[config.mk]
export PLATFORM = sky130hd
export DESIGN_NAME = top_rate_unchoke_selector_flat
export DESIGN_NICKNAME = d
export VERILOG_FILES = /design/src/hdl/ruc_pkg.sv /design/src/hdl/ruc_if.sv /design/src/hdl/ruc_cell.sv /design/src/hdl/top_rate_unchoke_selector.sv /design/src/flat_wrapper.sv
export SDC_FILE = /design/constraint.sdc
export NUM_CORES = 1
export LEC_CHECK = 0
export BUFFER_PORTS_ARGS = -buffer_cell sky130_fd_sc_hd__buf_4
export CELL_PAD_IN_SITES_DETAIL_PLACEMENT = 1
export CELL_PAD_IN_SITES_GLOBAL_PLACEMENT = 1
export CORE_MARGIN = 5
export CORE_UTILIZATION = 35
export CTS_CLUSTER_SIZE = 40
export DETAILED_ROUTE_END_ITERATION = 7
export HOLD_SLACK_MARGIN = 0.02
export PLACE_DENSITY_LB_ADDON = 0.05
export SLEW_MARGIN = 25
export SYNTH_ARGS = -nofsm -noshare
export SYNTH_HDL_FRONTEND = slang
export SYNTH_SLANG_ARGS = --single-unit
[constraint.sdc]
create_clock -name clk -period 20.5 [get_ports clk]
set_clock_uncertainty 0.05 [all_clocks]
set_input_delay 1.025 -clock clk [delete_from_list [all_inputs] [get_ports clk]]
set_output_delay 1.025 -clock clk [all_outputs]
set_load 0.005 [all_outputs]
[src/hdl/ruc_pkg.sv]
// shared types and constants of the rate unchoke selector
`default_nettype none
package ruc_pkg;

  localparam int SLOTS  = 4;
  localparam int PEER_W = 10;
  localparam int RATE_W = 32;
  localparam int CNT_W  = $clog2(SLOTS + 1);

  localparam logic [CNT_W-1:0] CNT_SLOTS = CNT_W'(SLOTS);
  localparam logic [CNT_W-1:0] CNT_LAST  = CNT_W'(SLOTS - 1);

  typedef enum logic [1:0] {
    ACT_CHOKE   = 2'd0,
    ACT_UNCHOKE = 2'd1,
    ACT_EMPTY   = 2'd2
  } action_t;

  typedef struct packed {
    logic              full;
    logic [PEER_W-1:0] peer;
    logic [RATE_W-1:0] rate;
  } entry_t;

  typedef struct packed {
    logic step;
    logic shift;
  } cell_ctl_t;

  localparam entry_t ENTRY_EMPTY = '0;

endpackage
`default_nettype wire

[src/hdl/ruc_if.sv]
// offer and result channel interfaces
`default_nettype none
interface ruc_offer_if;
  import ruc_pkg::*;
  logic              valid;
  logic              ready;
  logic              mode;
  logic [PEER_W-1:0] peer_id;
  logic [RATE_W-1:0] upload_rate;
  logic              peer_ready;
  modport source (output valid, mode, peer_id, upload_rate, peer_ready, input ready);
  modport sink (input valid, mode, peer_id, upload_rate, peer_ready, output ready);
endinterface

interface ruc_result_if;
  import ruc_pkg::*;
  logic              valid;
  logic              ready;
  logic [PEER_W-1:0] out_peer;
  logic [1:0]        action;
  logic              last;
  modport source (output valid, out_peer, action, last, input ready);
  modport sink (input valid, out_peer, action, last, output ready);
endinterface
`default_nettype wire

[src/hdl/ruc_cell.sv]
// one slot of the ranking chain with its carry register
`default_nettype none
module ruc_cell (
  input  wire logic               clk,
  input  wire logic               rst,
  input  wire ruc_pkg::cell_ctl_t ctl,
  input  wire ruc_pkg::entry_t    carry_in,
  input  wire ruc_pkg::entry_t    shift_in,
  output ruc_pkg::entry_t         carry_out,
  output ruc_pkg::entry_t         slot
);
  import ruc_pkg::*;

  logic swap;

  assign swap = carry_in.full && (!slot.full || (slot.rate <= carry_in.rate));

  always_ff @(posedge clk) begin
    if (rst) begin
      slot.full      <= 1'b0;
      carry_out.full <= 1'b0;
    end else if (ctl.shift) begin
      slot <= shift_in;
    end else if (ctl.step) begin
      if (swap) begin
        slot      <= carry_in;
        carry_out <= slot;
      end else begin
        carry_out <= carry_in;
      end
    end
  end

endmodule
`default_nettype wire

[src/hdl/top_rate_unchoke_selector.sv]
// top level: slot chain, round sequencer and result register
// Keeps the SLOTS fastest peers in a chain of slot cells ordered by upload
// rate. An offer is taken into an inject register and carried one cell per
// cycle down the chain, swapping into each empty or slower-or-equal slot; an
// offer occupies the block for its walk down the chain, plus any wait for the
// result register when a peer falls off the end and is reported as a choke. A
// finish shifts the chain toward slot 0 one slot per cycle while the result
// register is free, giving one unchoke or empty-slot result per slot, the
// last one flagged, and leaves the table empty.
// Offers with peer_ready low pass through the chain and change nothing.
`default_nettype none
module top_rate_unchoke_selector (
  input  wire logic   clk,
  input  wire logic   rst,
  ruc_offer_if.sink   offer,
  ruc_result_if.source result
);
  import ruc_pkg::*;

  typedef enum logic [2:0] {
    ST_IDLE   = 3'b001,
    ST_INSERT = 3'b010,
    ST_DRAIN  = 3'b100
  } state_t;

  state_t           state, state_next;
  logic [CNT_W-1:0] cnt, cnt_next;
  cell_ctl_t        ctl;
  entry_t           inject;
  entry_t           slot_q  [SLOTS];
  entry_t           carry_q [SLOTS];
  logic             accept;
  logic             out_free;
  logic             load;
  logic [PEER_W-1:0] load_peer;
  action_t          load_action;
  logic             load_last;

  assign offer.ready = (state == ST_IDLE);
  assign accept      = offer.valid && offer.ready;
  assign out_free    = !result.valid || result.ready;

  for (genvar i = 0; i < SLOTS; i++) begin : g_cell
    entry_t cin, sin;
    if (i == 0) begin : g_first
      assign cin = inject;
    end else begin : g_mid
      assign cin = carry_q[i-1];
    end
    if (i == SLOTS - 1) begin : g_end
      assign sin = ENTRY_EMPTY;
    end else begin : g_inner
      assign sin = slot_q[i+1];
    end
    ruc_cell u_cell (
      .clk       (clk),
      .rst       (rst),
      .ctl       (ctl),
      .carry_in  (cin),
      .shift_in  (sin),
      .carry_out (carry_q[i]),
      .slot      (slot_q[i])
    );
  end

  always_comb begin
    state_next  = state;
    cnt_next    = cnt;
    ctl         = '0;
    load        = 1'b0;
    load_peer   = '0;
    load_action = ACT_EMPTY;
    load_last   = 1'b0;
    unique case (state)
      ST_IDLE: begin
        if (accept) begin
          cnt_next   = '0;
          state_next = offer.mode ? ST_DRAIN : ST_INSERT;
        end
      end
      ST_INSERT: begin
        if (cnt != CNT_SLOTS) begin
          ctl.step = 1'b1;
          cnt_next = cnt + 1'b1;
        end else if (!carry_q[SLOTS-1].full) begin
          state_next = ST_IDLE;
        end else if (out_free) begin
          load        = 1'b1;
          load_peer   = carry_q[SLOTS-1].peer;
          load_action = ACT_CHOKE;
          load_last   = 1'b1;
          state_next  = ST_IDLE;
        end
      end
      ST_DRAIN: begin
        if (out_free) begin
          load        = 1'b1;
          ctl.shift   = 1'b1;
          load_peer   = slot_q[0].full ? slot_q[0].peer : '0;
          load_action = slot_q[0].full ? ACT_UNCHOKE : ACT_EMPTY;
          load_last   = (cnt == CNT_LAST);
          if (cnt == CNT_LAST) begin
            state_next = ST_IDLE;
          end else begin
            cnt_next = cnt + 1'b1;
          end
        end
      end
      default: state_next = ST_IDLE;
    endcase
  end

  always_ff @(posedge clk) begin
    if (rst) begin
      state <= ST_IDLE;
      cnt   <= '0;
    end else begin
      state <= state_next;
      cnt   <= cnt_next;
    end
  end

  always_ff @(posedge clk) begin
    if (rst) begin
      inject.full <= 1'b0;
    end else if (accept && !offer.mode) begin
      inject.full <= offer.peer_ready;
      inject.peer <= offer.peer_id;
      inject.rate <= offer.upload_rate;
    end else if (ctl.step) begin
      inject.full <= 1'b0;
    end
  end

  always_ff @(posedge clk) begin
    if (rst) begin
      result.valid <= 1'b0;
    end else if (load) begin
      result.valid    <= 1'b1;
      result.out_peer <= load_peer;
      result.action   <= load_action;
      result.last     <= load_last;
    end else if (result.ready) begin
      result.valid <= 1'b0;
    end
  end

  a_no_step_and_shift: assert property (@(posedge clk) disable iff (rst)
    !(ctl.step && ctl.shift))
    else $error("chain stepped and shifted in one cycle");

  a_finish_drains: assert property (@(posedge clk) disable iff (rst)
    (accept && offer.mode) |=> (state == ST_DRAIN))
    else $error("finish item did not start a drain");

  a_last_ends_drain: assert property (@(posedge clk) disable iff (rst)
    (state == ST_DRAIN && load && load_last) |=> (state == ST_IDLE))
    else $error("drain continued after last result");

  a_insert_count: assert property (@(posedge clk) disable iff (rst)
    (state == ST_INSERT) |-> (cnt <= CNT_SLOTS))
    else $error("insert walk ran past the chain");

endmodule
`default_nettype wire

[src/flat_wrapper.sv]
// flat-port wrapper written by rule: the top's interface ports become plain ports
module top_rate_unchoke_selector_flat import ruc_pkg::*;
  (clk, rst, offer_valid, offer_mode, offer_peer_id, offer_upload_rate, offer_peer_ready, offer_ready, result_valid, result_out_peer, result_action, result_last, result_ready);
  ruc_offer_if offer_i ();
  ruc_result_if result_i ();
  input  wire logic clk;
  input  wire logic rst;
  input wire logic [$bits(offer_i.valid)-1:0] offer_valid;
  input wire logic [$bits(offer_i.mode)-1:0] offer_mode;
  input wire logic [$bits(offer_i.peer_id)-1:0] offer_peer_id;
  input wire logic [$bits(offer_i.upload_rate)-1:0] offer_upload_rate;
  input wire logic [$bits(offer_i.peer_ready)-1:0] offer_peer_ready;
  output wire logic [$bits(offer_i.ready)-1:0] offer_ready;
  output wire logic [$bits(result_i.valid)-1:0] result_valid;
  output wire logic [$bits(result_i.out_peer)-1:0] result_out_peer;
  output wire logic [$bits(result_i.action)-1:0] result_action;
  output wire logic [$bits(result_i.last)-1:0] result_last;
  input wire logic [$bits(result_i.ready)-1:0] result_ready;
  assign offer_i.valid = offer_valid;
  assign offer_i.mode = offer_mode;
  assign offer_i.peer_id = offer_peer_id;
  assign offer_i.upload_rate = offer_upload_rate;
  assign offer_i.peer_ready = offer_peer_ready;
  assign offer_ready = offer_i.ready;
  assign result_valid = result_i.valid;
  assign result_out_peer = result_i.out_peer;
  assign result_action = result_i.action;
  assign result_last = result_i.last;
  assign result_i.ready = result_ready;
  top_rate_unchoke_selector u_core (.clk(clk), .rst(rst), .offer(offer_i), .result(result_i));
endmodule
==> results of run 1 <==
-- Yosys cell counts, types with 2 or more instances --
library cell and count:
buf_2 2, o221ai_1 3, and2_1 13, nand4_1 27, nand4b_1 2, a21oi_1 65
nand3_1 17, nand2b_1 5, edfxtp_1 359, o311ai_0 2, o21a_1 5, o211ai_1 6
nor3_1 13, nor4_1 5, a22o_1 10, a211oi_1 6, o21ai_0 113, nor2b_1 6
clkbuf_1 40, nor3b_1 3, o2bb2ai_1 4, nor2_1 48, ha_1 131, mux2_1 16
a2111oi_0 4, dfxtp_1 16, mux2_2 120, or4_4 2, inv_1 135, a21o_1 12
nand2_1 226, buf_6 12, and4_1 3, a211o_1 3, a32oi_4 3, or3_1 4
-- critical path: cells and delay by family, from the launching register on --
family / cells / cell delay [ns]
AOI/OAI and AO/OA: 2 / 0.67
and+or+nand+nor: 4 / 1.48
adders and majority gates: 1 / 0.32
buffers and inverters: 2 / 0.77
DFF: 1 / 0.40
-- through the flow --
stage                     utilization [%]  total power, mW  cell area [um2]  worst slack, ns  std cells
after CTS                           40.87            1.774            21010            16.44       2235
after detailed placement            37.83           0.9070            19450            16.49       2152
after floorplan                         -           0.8867            18200            11.92       1449
after global placement              37.83           0.9060            19450            16.57       2152
final                               40.88            1.745            21010            16.44       2236
after global routing                40.87            1.809            21010            16.30       2235
-- sequential cells by signal, indices dropped and copies added (netlist names) --
name	flops
u_core.result.action	2
u_core.g_cell.u_cell.slot	172
u_core.g_cell.u_cell.carry_out	140
u_core.g_cell.cin	43
u_core.result.last	1
u_core.result.out_peer	10
u_core.cnt	3
u_core.result.valid	1
u_core.state	3
-- power breakdown --
part           internal [mW]  leakage, nW  switching [mW]
registers              0.840         3.37         0.00476
clock network          0.530        0.760           0.325
logic                 0.0198         3.59          0.0252
-- cell families (layout without fill, tap and decap cells) --
logic type / after synthesis / count (layout) / share of synthesized area [%]
flops: 375 / 375 / 61.01
compound gates: 239 / 239 / 7.935
other cells: 0 / 1 / 0
simple gates: 379 / 379 / 9.228
fa+ha+maj: 131 / 131 / 9.008
mux: 136 / 136 / 8.416
buf+inv: 189 / 295 / 4.408
-- worst max-delay path by stage --
stage                                            end  slack (ns)  cells after the start
floorplan            u_core.g_cell[0].u_cell.slot[0]       11.92                      2
global placement    u_core.g_cell[3].u_cell.slot[11]       16.57                      9
global route        u_core.g_cell[3].u_cell.slot[20]       16.30                      9
detailed placement   u_core.g_cell[3].u_cell.slot[4]       16.49                      9
finish              u_core.g_cell[3].u_cell.slot[16]       16.44                      9
CTS                 u_core.g_cell[3].u_cell.slot[17]       16.44                      9
-- area by class of cell --
cell class / instances / area [um2]
diodes: 1 / 2.502
clock buffers: 63 / 1266
clock inverters: 20 / 295.3
fillers: 5403 / 30390
inverters: 135 / 506.7
multi-input cells: 885 / 6387
flip-flops and latches: 375 / 11100
well taps: 680 / 850.8
repair buffers: 77 / 603.1
-- per-layer routing --
| metal | GRT usage [%] | up-vias | part of all wire [%] |
|---|---|---|---|
| met1 | 23.82 | 5632 | 50 |
| met5 | 0 | - | 0 |
| met2 | 25.62 | 117 | 45 |
| met4 | 4.157 | 0 | 2.4 |
| li1 | - | 5418 | - |
| met3 | 3.109 | 69 | 3.1 |
==> key figures, run 1 <==
Route
  • Routed wire length per instance: ~21 um
  • Post-Route WL: about 47 mm
  • Via-to-Cell Ratio: ~5
  • Routed Antenna Nets: 0
  • Drt pass-1 iters: 4
  • Residual DRC count: 0
  • Via count: between 10,000 and 15,000
  • Iter 0 DRT Violations: roughly 480

Critical path
  • CP required: between 20 and 25 ns
  • RR Endpoint: u_core.g_cell[3].u_cell.slot[16]
  • Startpoint types: flip-flop
  • Worst Reg-to-Reg Cells: 9
  • Critical path's largest stage delay: just under 0.9 ns
  • Critical path class: flip-flop to flip-flop
  • Crit path max fanout: 23
  • Reg2Reg Launch Point: u_core.g_cell[3].u_cell.slot[13]
  • Cell repeated most along the worst path: buf_4
  • Worst Setup End Kind: flip-flop
  • R2R Setup Slk: 16.44 ns
  • Worst path slowest cell: nor4_1
  • Crit path from: u_core.g_cell[3].u_cell.slot[13]
  • Crit-path cells: ha_1 > nand4_1 > nor4_1 > and4_1 > nand3_1 > a32oi_1 > buf_4 > o2bb2ai_4 > buf_4
  • Critical path arrival: around 4.2 ns

Worst hold path
  • Worst hold endpoint: u_core.cnt[1]
  • Hold/Removal Path Class: flip-flop to flip-flop
  • HP Start: u_core.cnt[1]
  • Hold depth: 2

Clock tree
  • Hold buffer count at CTS: 0
  • Post-CTS Setup Inserts: 0
  • Worst-Skew Late Latency: about 0.58 ns
  • Clock slew at reported path FFs: 0.06 ns
  • Max clock buf depth: 3
  • CTS Root Cell: clkbuf_16
  • CTS tree: yes
  • CTS buffer count: 46
  • H-Tree Depth: 2
  • CTS resizes: 0
  • CTS Sinks: about 380

Cells and area
  • Most frequent cells in the layout: edfxtp_1 (359), nand2_1 (226), inv_1 (135)
  • Share of layout cells above drive strength 1: approximately 18%
  • Nets: 1,699
  • Most common cell after layout, fill and taps aside: edfxtp_1
  • Area grow syn2layout: 15.48%

Placed design
  • Placed wire-length estimate: 29.92 mm
  • Routability congestion estimate: 0.7743
  • PortBufs: 62

Global route
  • Pin count of the biggest net entering global routing: 188
  • GRT overflow: 0
  • First-pass GRT wire length: 72.83 mm
  • GRT Util Overall: between 10% and 20%
  • Initial antenna violation count: 1
  • Number of global-route vias before repair: between 10,000 and 15,000

Synthesis
  • EDFF count, synth: 359
  • Yosys top cell by area: edfxtp_1
  • Synth Register Bits: between 300 and 400
  • Syn Std Cell Area: 18,200 um2
  • Post-Syn Nets: approximately 1,600
  • Main synth FF type: edfxtp_1
  • Syn. warnings: 0
  • Top post-synthesis cells by area: edfxtp_1 (59%), ha_1 (9.0%), mux2_2 (7.4%)
  • Sequential area share after synthesis: slightly above 60%
  • Post-synth ARST share: 0%
  • Distinct cells, synth: 44
  • Mapped Cells: 1,449
  • Yosys top cell area share: roughly 59%
  • Synthesized area per cell: 12.56 um2

Timing
  • Fmax: ~250 MHz
  • Worst slew margin: a little over a third
  • Period utilisation layout: between 10% and 20%
  • Setup TNS: 0 ns
  • Fin. Hold Viols: 0
  • RSZ-0062 raised after global routing: no
  • Final setup fails: 0
  • Actual slew at the worst max-slew pin: approximately 0.97 ns
  • Hold slack: 0.4254 ns
  • Fin. max-slew vios: 0
  • Fin crit period: 4.060 ns

Floorplanning
  • Row Count: 83
  • Die footprint: roughly 57,000 um2
  • Initial Utilization: a little over a third
  • Die Span X: 238.0 um
  • Die Ht: roughly 240 um
  • # IOs: between 60 and 70
  • Core area: 51,410 um2

Power
  • PD cells: between 80 and 90 nW/um2
  • VDD IR-drop max: 0.05065 mV
  • P_leak: 7.717 nW

Run status
  • Status: finished clean

Run
  • Number of max-cap violations: 0
Power figures use the tool's default switching activity.
==> run 2: changes to the inputs <==
--- a/config.mk
+++ b/config.mk
@@ -5,6 +5,7 @@
 export SDC_FILE = /design/constraint.sdc
 export NUM_CORES = 1
 export LEC_CHECK = 0
+export ABC_AREA = 1
 export BUFFER_PORTS_ARGS = -buffer_cell sky130_fd_sc_hd__buf_4
 export CELL_PAD_IN_SITES_DETAIL_PLACEMENT = 1
 export CELL_PAD_IN_SITES_GLOBAL_PLACEMENT = 1
==> constraint.sdc (replaced) <==
create_clock -name clk -period 4 [get_ports clk]
set_clock_uncertainty 0.05 [all_clocks]
set_input_delay 0.2 -clock clk [delete_from_list [all_inputs] [get_ports clk]]
set_output_delay 0.2 -clock clk [all_outputs]
set_load 0.005 [all_outputs]
==> run 2 against run 1 <==
Effect of this change:
- register-to-register slack got worse by 16 ns
- largest power group is now registers
- count of clock-buffer cells in the layout grew 1
- hold slack lost 0.15 ns
- sequential power increased to 5.2 times the previous value
- fmax is 28% higher
- final cell count grew 22%
- global-route usage up 0.86 points
- sequential cell count unchanged
- first-iteration DRC count is 47% higher
- die area rose by 3.8%
- synthesized cell count is 30% higher
==> key figures, run 2 <==
Timing
  • Fmax: 315.3 MHz (+28%)
  • Period utilisation layout: 79.29% (+59 points)
  • Worst slew margin: 31.60% (-3.4 points)
  • Hold slack: 0.2787 ns (-0.1467 ns)
  • Fin. max-slew vios: 0 (unchanged)
  • Setup TNS: 0 ns (unchanged)
  • RSZ-0062 raised after global routing: no
  • Fin. Hold Viols: 0 (unchanged)
  • Final setup fails: 0 (unchanged)
  • Fin crit period: 3.171 ns (-0.8881 ns)
  • Actual slew at the worst max-slew pin: 1.026 ns (+0.05984 ns)

Synthesis
  • Mapped Cells: 1,882 (+30%)
  • Multiplexer share of the synthesized area: 0% (-8.4 points)
  • Syn Std Cell Area: 18,920 um2 (+4.0%)
  • Sequential area share after synthesis: 58.66% (-2.3 points)
  • Syn. warnings: 0 (unchanged)
  • Main synth FF type: edfxtp_1
  • Yosys top cell area share: 56.97% (-2.3 points)
  • Synth Register Bits: 375 (unchanged)
  • Largest family of logic cells by synthesized area: simple AND/OR/NAND/NOR gates
  • EDFF count, synth: 359 (unchanged)
  • Top post-synthesis cells by area: edfxtp_1 (57%), nand2_1 (11%), ha_1 (8.7%)
  • Top-count cell post-synth: nand2_1
  • Adder-cell share of the synthesized area: 8.662% (-0.35 points)
  • Simple-gate area share of the yosys netlist: 16.13% (+6.9 points)
  • Yosys top cell by area: edfxtp_1
  • XOR/XNOR share of the synthesized area: 0% (unchanged)
  • Post-synthesis compound-gate area fraction: 8.774% (+0.84 points)
  • Distinct cells, synth: 38 (-14%)
  • Post-synth ARST share: 0% (unchanged)
  • Commonest cells post-synth: nand2_1 (551), edfxtp_1 (359), inv_1 (263)
  • Synthesized area per cell: 10.05 um2 (-20%)
  • Post-Syn Nets: 2,061 (+27%)

Cells and area
  • Most frequent cells in the layout: nand2_1 (551), edfxtp_1 (359), inv_1 (263)
  • Area grow syn2layout: 16.85%
  • Finished Core Util: 41.17% (+0.30 points)
  • Antenna cells: 0 (-1)
  • Max reg flops: 172 (unchanged)
  • Share of layout cells above drive strength 1: 10.43% (-7.2 points)
  • Largest reg by FF count: u_core.g_cell.u_cell.slot
  • Nets: 2,167 (+28%)
  • Most common cell after layout, fill and taps aside: nand2_1

Floorplanning
  • # IOs: 63 (unchanged)
  • Die Span X: 242.5 um (+1.9%)
  • Die footprint: 58,820 um2 (+3.8%)
  • Core area: 53,710 um2 (+4.5%)
  • Die Ht: 242.5 um (+1.9%)
  • Row Count: 85 (+2.4%)
  • Initial Utilization: 35.23% (-0.16 points)

Critical path
  • Startpoint types: flip-flop
  • Critical path arrival: 3.38 ns (-0.85 ns)
  • Crit path max fanout: 33 (+43%)
  • CP required: 4.20 ns (-16.47 ns)
  • Worst Setup End Kind: flip-flop
  • Worst Reg-to-Reg Cells: 10 (+1)
  • Critical path class: flip-flop to flip-flop

Worst hold path
  • Hold/Removal Path Class: input pin to flip-flop
  • Hold depth: 2 (unchanged)

Route
  • Post-Route WL: 50.96 mm (+9.0%)
  • Via-to-Cell Ratio: 4.836 (-3.8%)
  • Via count: 13,150 (+17%)
  • Drt pass-1 iters: 5 (+1)
  • Iter 0 DRT Violations: 705 (+47%)
  • Routed Antenna Nets: 0 (unchanged)
  • Routed wire length per instance: 18.74 um (-10%)
  • Residual DRC count: 0 (unchanged)

Run status
  • Status: finished clean

Clock tree
  • CTS tree: yes
  • CTS resizes: 0 (unchanged)
  • Worst-Skew Late Latency: 0.59 ns (about the same)
  • H-Tree Depth: 2 (unchanged)
  • CTS Root Cell: clkbuf_16
  • Post-CTS Setup Inserts: 0 (unchanged)
  • CTS buffer count: 46 (unchanged)
  • Clock slew at reported path FFs: 0.06 ns (about the same)
  • Max clock buf depth: 3 (unchanged)
  • CTS Sinks: 375 (unchanged)

Global route
  • GRT met2 Usage: 27.98% (+2.4 points)
  • First-pass GRT wire length: 80.94 mm (+11%)
  • Pin count of the biggest net entering global routing: 190 (+1.1%)
  • GRT Util Overall: 17.29% (+0.86 points)
  • GRT overflow: 0 (unchanged)
  • GR Layer Usage met3: 2.802% (-0.31 points)
  • Number of global-route vias before repair: 13,920 (+14%)
  • Met1 GRT Util: 24.65% (+0.83 points)
  • Busiest grt layer: met2
  • Initial antenna violation count: 1 (unchanged)

Power
  • P_leak: 9.475 nW (+23%)
  • PD cells: 415.1 nW/um2 (+400%)
  • VDD IR-drop max: 0.2535 mV (+400%)

Placed design
  • Routability congestion estimate: 0.7585 (-2.0%)
  • PortBufs: 62 (unchanged)
  • Placed wire-length estimate: 32.63 mm (+9.1%)

Run
  • Number of max-cap violations: 0 (unchanged)
==> run 2: cell families (layout without fill, tap and decap cells) <==
kind of cell | count (synthesis) | in the layout
adders and majority gates | 131 | 131
buffers and inverters | 344 | 485
AOI/OAI and AO/OA | 293 | 293
DFF | 375 | 375
and+or+nand+nor | 739 | 739
==> run 2: what timing repair did <==
| action | 4_1_cts | 5_1_grt |
|---|---|---|
| setup endpoints to repair | 0 | 0 |
| hold endpoints to repair | 53 | 0 |
| hold buffers | 51 | 0 |
==> run 2: final cells by class <==
type	count	area (um2)
fill	5897	31600
sequential	375	11100
multi-input combinational	1163	6411
clock buffer	64	1310
timing repair buffer	133	1189
inverter	269	1012
tap	696	870.8
clock inverter	19	219.0
==> run 2: layer usage <==
metal	vias to the layer above	part of all wire, %
met1	6387	49
li1	6518	-
met4	0	1.8
met5	-	0
met3	56	3.6
met2	187	46
==> run 2: worst max-delay path, cell delays in order (launching register included) <==
cell	delay, ns
edfxtp_1	0.43
ha_1	0.32
nand2_1	0.07
nor2_1	0.26
nand4_1	0.20
nor2_1	0.18
a21boi_1	0.12
nand2_4	0.44
nand3_1	0.22
a21oi_4	0.23
buf_12	0.29
==> run 2: stage by stage <==
stage	setup slack, ns	power, mW	std cells	instance area [um2]
2_1_floorplan	0.0006961	4.764	1882	18930
3_3_place_gp	0.8329	4.938	2585	20070
3_5_place_dp	0.7967	4.947	2585	20070
4_1_cts	0.7706	9.342	2719	22110
5_1_grt	0.6400	9.557	2719	22110
6_report	0.8285	9.180	2719	22110
==> run 2: where the power goes <==
group | leakage (nW) | switching, mW | internal (mW) | total [mW]
registers | 3.37 | 0.0409 | 4.37 | 4.41
clock network | 0.758 | 1.69 | 2.60 | 4.29
logic | 5.35 | 0.305 | 0.180 | 0.484
total | 9.48 | 2.03 | 7.15 | 9.18
==> run 2: final timing paths <==
path	from	end	slack (ns)
hold reg to reg	u_core.state[1]	u_core.state[1]	0.45
setup / recovery	u_core.g_cell[1].u_cell.slot[7]	u_core.g_cell[1].u_cell.slot[9]	0.83
hold / removal	offer_upload_rate[25]	u_core.g_cell[0].cin[25]	0.28
setup reg to reg	u_core.g_cell[1].u_cell.slot[7]	u_core.g_cell[1].u_cell.slot[9]	0.83
==> run 3: changes to the inputs <==
--- a/config.mk
+++ b/config.mk
@@ -5,7 +5,7 @@
 export SDC_FILE = /design/constraint.sdc
 export NUM_CORES = 1
 export LEC_CHECK = 0
-export ABC_AREA = 1
+export ABC_AREA = 0
 export BUFFER_PORTS_ARGS = -buffer_cell sky130_fd_sc_hd__buf_4
 export CELL_PAD_IN_SITES_DETAIL_PLACEMENT = 1
 export CELL_PAD_IN_SITES_GLOBAL_PLACEMENT = 1
==> constraint.sdc (replaced) <==
create_clock -name clk -period 2.68 [get_ports clk]
set_clock_uncertainty 0.05 [all_clocks]
set_input_delay 0.134 -clock clk [delete_from_list [all_inputs] [get_ports clk]]
set_output_delay 0.134 -clock clk [all_outputs]
set_load 0.005 [all_outputs]
==> run 3 against run 2 <==
Effect of this change:
- the flow now finishes with violations (setup timing)
- via count down 4.4%
- cell area up 14%
- wire length up 7.8%
- register-to-register slack worse by 1.2 ns
- sequential power up 46%
- fmax up 4.8%
- utilization up 7.8 points
- final cell count down 6.3%
- combinational power up 20%
- global-route usage up 1.0 points
- sequential cell count unchanged
- critical path type unchanged
- critical endpoint is now u_core.g_cell[1].u_cell.carry_out[30]
==> key figures, run 3 (synthesis results as in run 1) <==
Run status
  • Status: finished, violations left
  • Failing checks: setup timing

Clock tree
  • CTS Root Cell: clkbuf_16
  • CTS tree: yes
  • CTS buffer count: 44 (-4.3%)
  • Max clock buf depth: 3 (unchanged)
  • Clock slew at reported path FFs: 0.06 ns (about the same)
  • H-Tree Depth: 2 (unchanged)
  • Worst-Skew Late Latency: 0.57 ns (-0.02 ns)
  • CTS Sinks: 375 (unchanged)

Placed design
  • Placed wire-length estimate: 36.38 mm (+11%)
  • Cells after DPL: 2,324 (-10%)
  • PortBufs: 62 (unchanged)
  • Routability congestion estimate: 0.8087 (+6.6%)

Floorplanning
  • # IOs: 63 (unchanged)
  • Initial Utilization: 35.40% (+0.16 points)
  • Core area: 51,410 um2 (-4.3%)
  • Die Ht: 238.0 um (-1.9%)
  • Die footprint: 56,650 um2 (-3.7%)
  • Die Span X: 238.0 um (-1.9%)
  • Row Count: 83 (-2.4%)

Cells and area
  • Largest reg by FF count: u_core.g_cell.u_cell.slot
  • Cell Count, Final, Fillers Out: 2,548 (-6.3%)
  • Filler cells: 5,222 (-11%)
  • Max reg flops: 172 (unchanged)
  • Nets: 2,012 (-7.2%)
  • Most frequent cells in the layout: edfxtp_1 (359), buf_4 (262), nand2_1 (219)
  • Most common cell after layout, fill and taps aside: edfxtp_1
  • Area grow syn2layout: 38.33%
  • Share of layout cells above drive strength 1: 34.76% (+24 points)
  • Finished Core Util: 48.96% (+7.8 points)

Critical path
  • Cell repeated most along the worst path: buf_4
  • Critical path's largest stage delay: 0.44 ns (about the same)
  • Top delay family on crit path: buffers and inverters
  • Worst Setup End Kind: flip-flop
  • Critical path arrival: 3.28 ns (-0.10 ns)
  • Crit path max fanout: 10 (-70%)
  • Startpoint types: flip-flop
  • CP required: 2.93 ns (-1.27 ns)
  • Critical path class: flip-flop to flip-flop
  • Worst path slowest cell: edfxtp_1
  • Reg2Reg Launch Point: u_core.g_cell[1].u_cell.slot[31]
  • Worst path bufs/invs: 5 (+4)
  • Crit path from: u_core.g_cell[1].u_cell.slot[31]
  • Crit-path cells: ha_4 > nand4_1 > buf_6 > buf_4 > nor4_4 > buf_4 > nand2_4 > a32oi_4 > buf_4 > buf_12 > mux2_2

Route
  • Via-to-Cell Ratio: 4.934 (+2.0%)
  • Post-Route WL: 54.91 mm (+7.8%)
  • Drt pass-1 iters: 5 (unchanged)
  • Routed wire length per instance: 21.55 um (+15%)
  • Residual DRC count: 0 (unchanged)
  • Via count: 12,570 (-4.4%)
  • Iter 0 DRT Violations: 809 (+15%)
  • Routed Antenna Nets: 0 (unchanged)

Power
  • PD cells: 513.5 nW/um2 (+24%)
  • P_leak: 9.783 nW (+3.2%)
  • VDD IR-drop max: 0.3979 mV (+57%)

Global route
  • GRT Util Overall: 18.31% (+1.0 points)
  • First-pass GRT wire length: 80.55 mm (-0.48%)
  • Number of global-route vias before repair: 13,330 (-4.2%)
  • Initial antenna violation count: 2 (+1)
  • Pin count of the biggest net entering global routing: 62 (-67%)
  • GRT overflow: 0 (unchanged)

Timing
  • Worst slew margin: 61.38% (+30 points)
  • Period utilisation layout: 112.9% (+34 points)
  • RSZ-0062 raised after global routing: yes
  • Final setup fails: 302 (+302)
  • Min setup slack post-route: -0.3454 ns (-1.174 ns)
  • Actual slew at the worst max-slew pin: 0.5779 ns (-0.4481 ns)
  • Fin. Hold Viols: 0 (unchanged)
  • Fmax: 330.5 MHz (+4.8%)
  • Fin. max-slew vios: 0 (unchanged)
  • Fin crit period: 3.025 ns (-0.1461 ns)

Worst hold path
  • HP Start: offer_peer_id[5]
  • Hold/Removal Path Class: input pin to flip-flop

Run
  • Number of max-cap violations: 0 (unchanged)
[run 3: changes by cell type in the layout (fill, tap and decap cells not counted), moves of 29 or more]
cell / before / now
nand3_1: 112 / 15
nand2_1: 551 / 219
buf_12: 5 / 34
ha_4: 0 / 31
mux2_4: 0 / 119
buf_6: 0 / 31
buf_4: 77 / 262
o21ai_2: 33 / 2
o21ai_0: 146 / 108
inv_1: 263 / 109
ha_1: 131 / 100
[run 3: report_power, final]
group / switching, mW / internal, mW
sequential: 0.0362 / 6.42
combinational: 0.260 / 0.320
clock: 2.43 / 3.45
total: 2.73 / 10.2
[run 3: path summary, 6_finish.rpt]
kind	end	slack [ns]	cells after the start
max	u_core.g_cell[1].u_cell.carry_out[30]	-0.35	11
min	u_core.g_cell[0].cin[37]	0.23	2
max reg2reg	u_core.g_cell[1].u_cell.carry_out[30]	-0.35	11
min reg2reg	u_core.cnt[1]	0.43	2
[run 3: per-stage QoR]
| stage | TNS (ns) | area (um2) | power (mW) | hold WS [ns] | setup WS (ns) |
|---|---|---|---|---|---|
| after floorplan | -408.11 | 18260 | 6.785 | 0.1633 | -1.856 |
| after global placement | -97.70 | 21100 | 6.995 | 0.2618 | -0.4771 |
| after detailed placement | -105.28 | 21100 | 7.004 | 0.2633 | -0.5050 |
| after CTS | -62.69 | 24100 | 13.06 | 0.1879 | -0.2770 |
| after global routing | -86.39 | 25170 | 13.42 | 0.2170 | -0.3868 |
| final | -65.80 | 25170 | 12.93 | 0.2327 | -0.3454 |
[run 3: routing by layer]
layer / wire (um) / track usage (%) / part of all wire, % / up-vias
met5: 0 / 0 / 0 / -
met4: 1138 / 4.904 / 2.1 / 0
met3: 1655 / 2.520 / 3.0 / 60
met2: 25830 / 29.12 / 47 / 156
met1: 26290 / 26.56 / 48 / 6316
li1: - / - / - / 6039
[run 3: cell type report]
class	count	area, um2	area share, %
inverters	135	506.7	2.013
repair buffers	392	3855	15.32
flip-flops and latches	375	11100	44.11
multi-input cells	885	7480	29.72
diodes	1	2.502	0.009942
well taps	680	850.8	3.380
clock inverters	22	197.7	0.7854
clock buffers	58	1175	4.668
[run 3: worst register-to-register path, delay by kind of cell, from the launching register on]
family / cells / cell delay, ns
simple gates: 3 / 0.44
flops: 1 / 0.44
buf+inv: 5 / 0.85
compound gates: 1 / 0.31
fa+ha+maj: 1 / 0.31
mux: 1 / 0.37
[run 3: timing repair]
| item | CTS | global route |
|---|---|---|
| setup buffers | 52 | 44 |
| hold buffers | 49 | 0 |
| pin swaps | 24 | 34 |
| hold endpoints to repair | 58 | 0 |
| gates cloned | 4 | 10 |
| setup endpoints to repair | 304 | 306 |
| gates resized for setup | 133 | 147 |
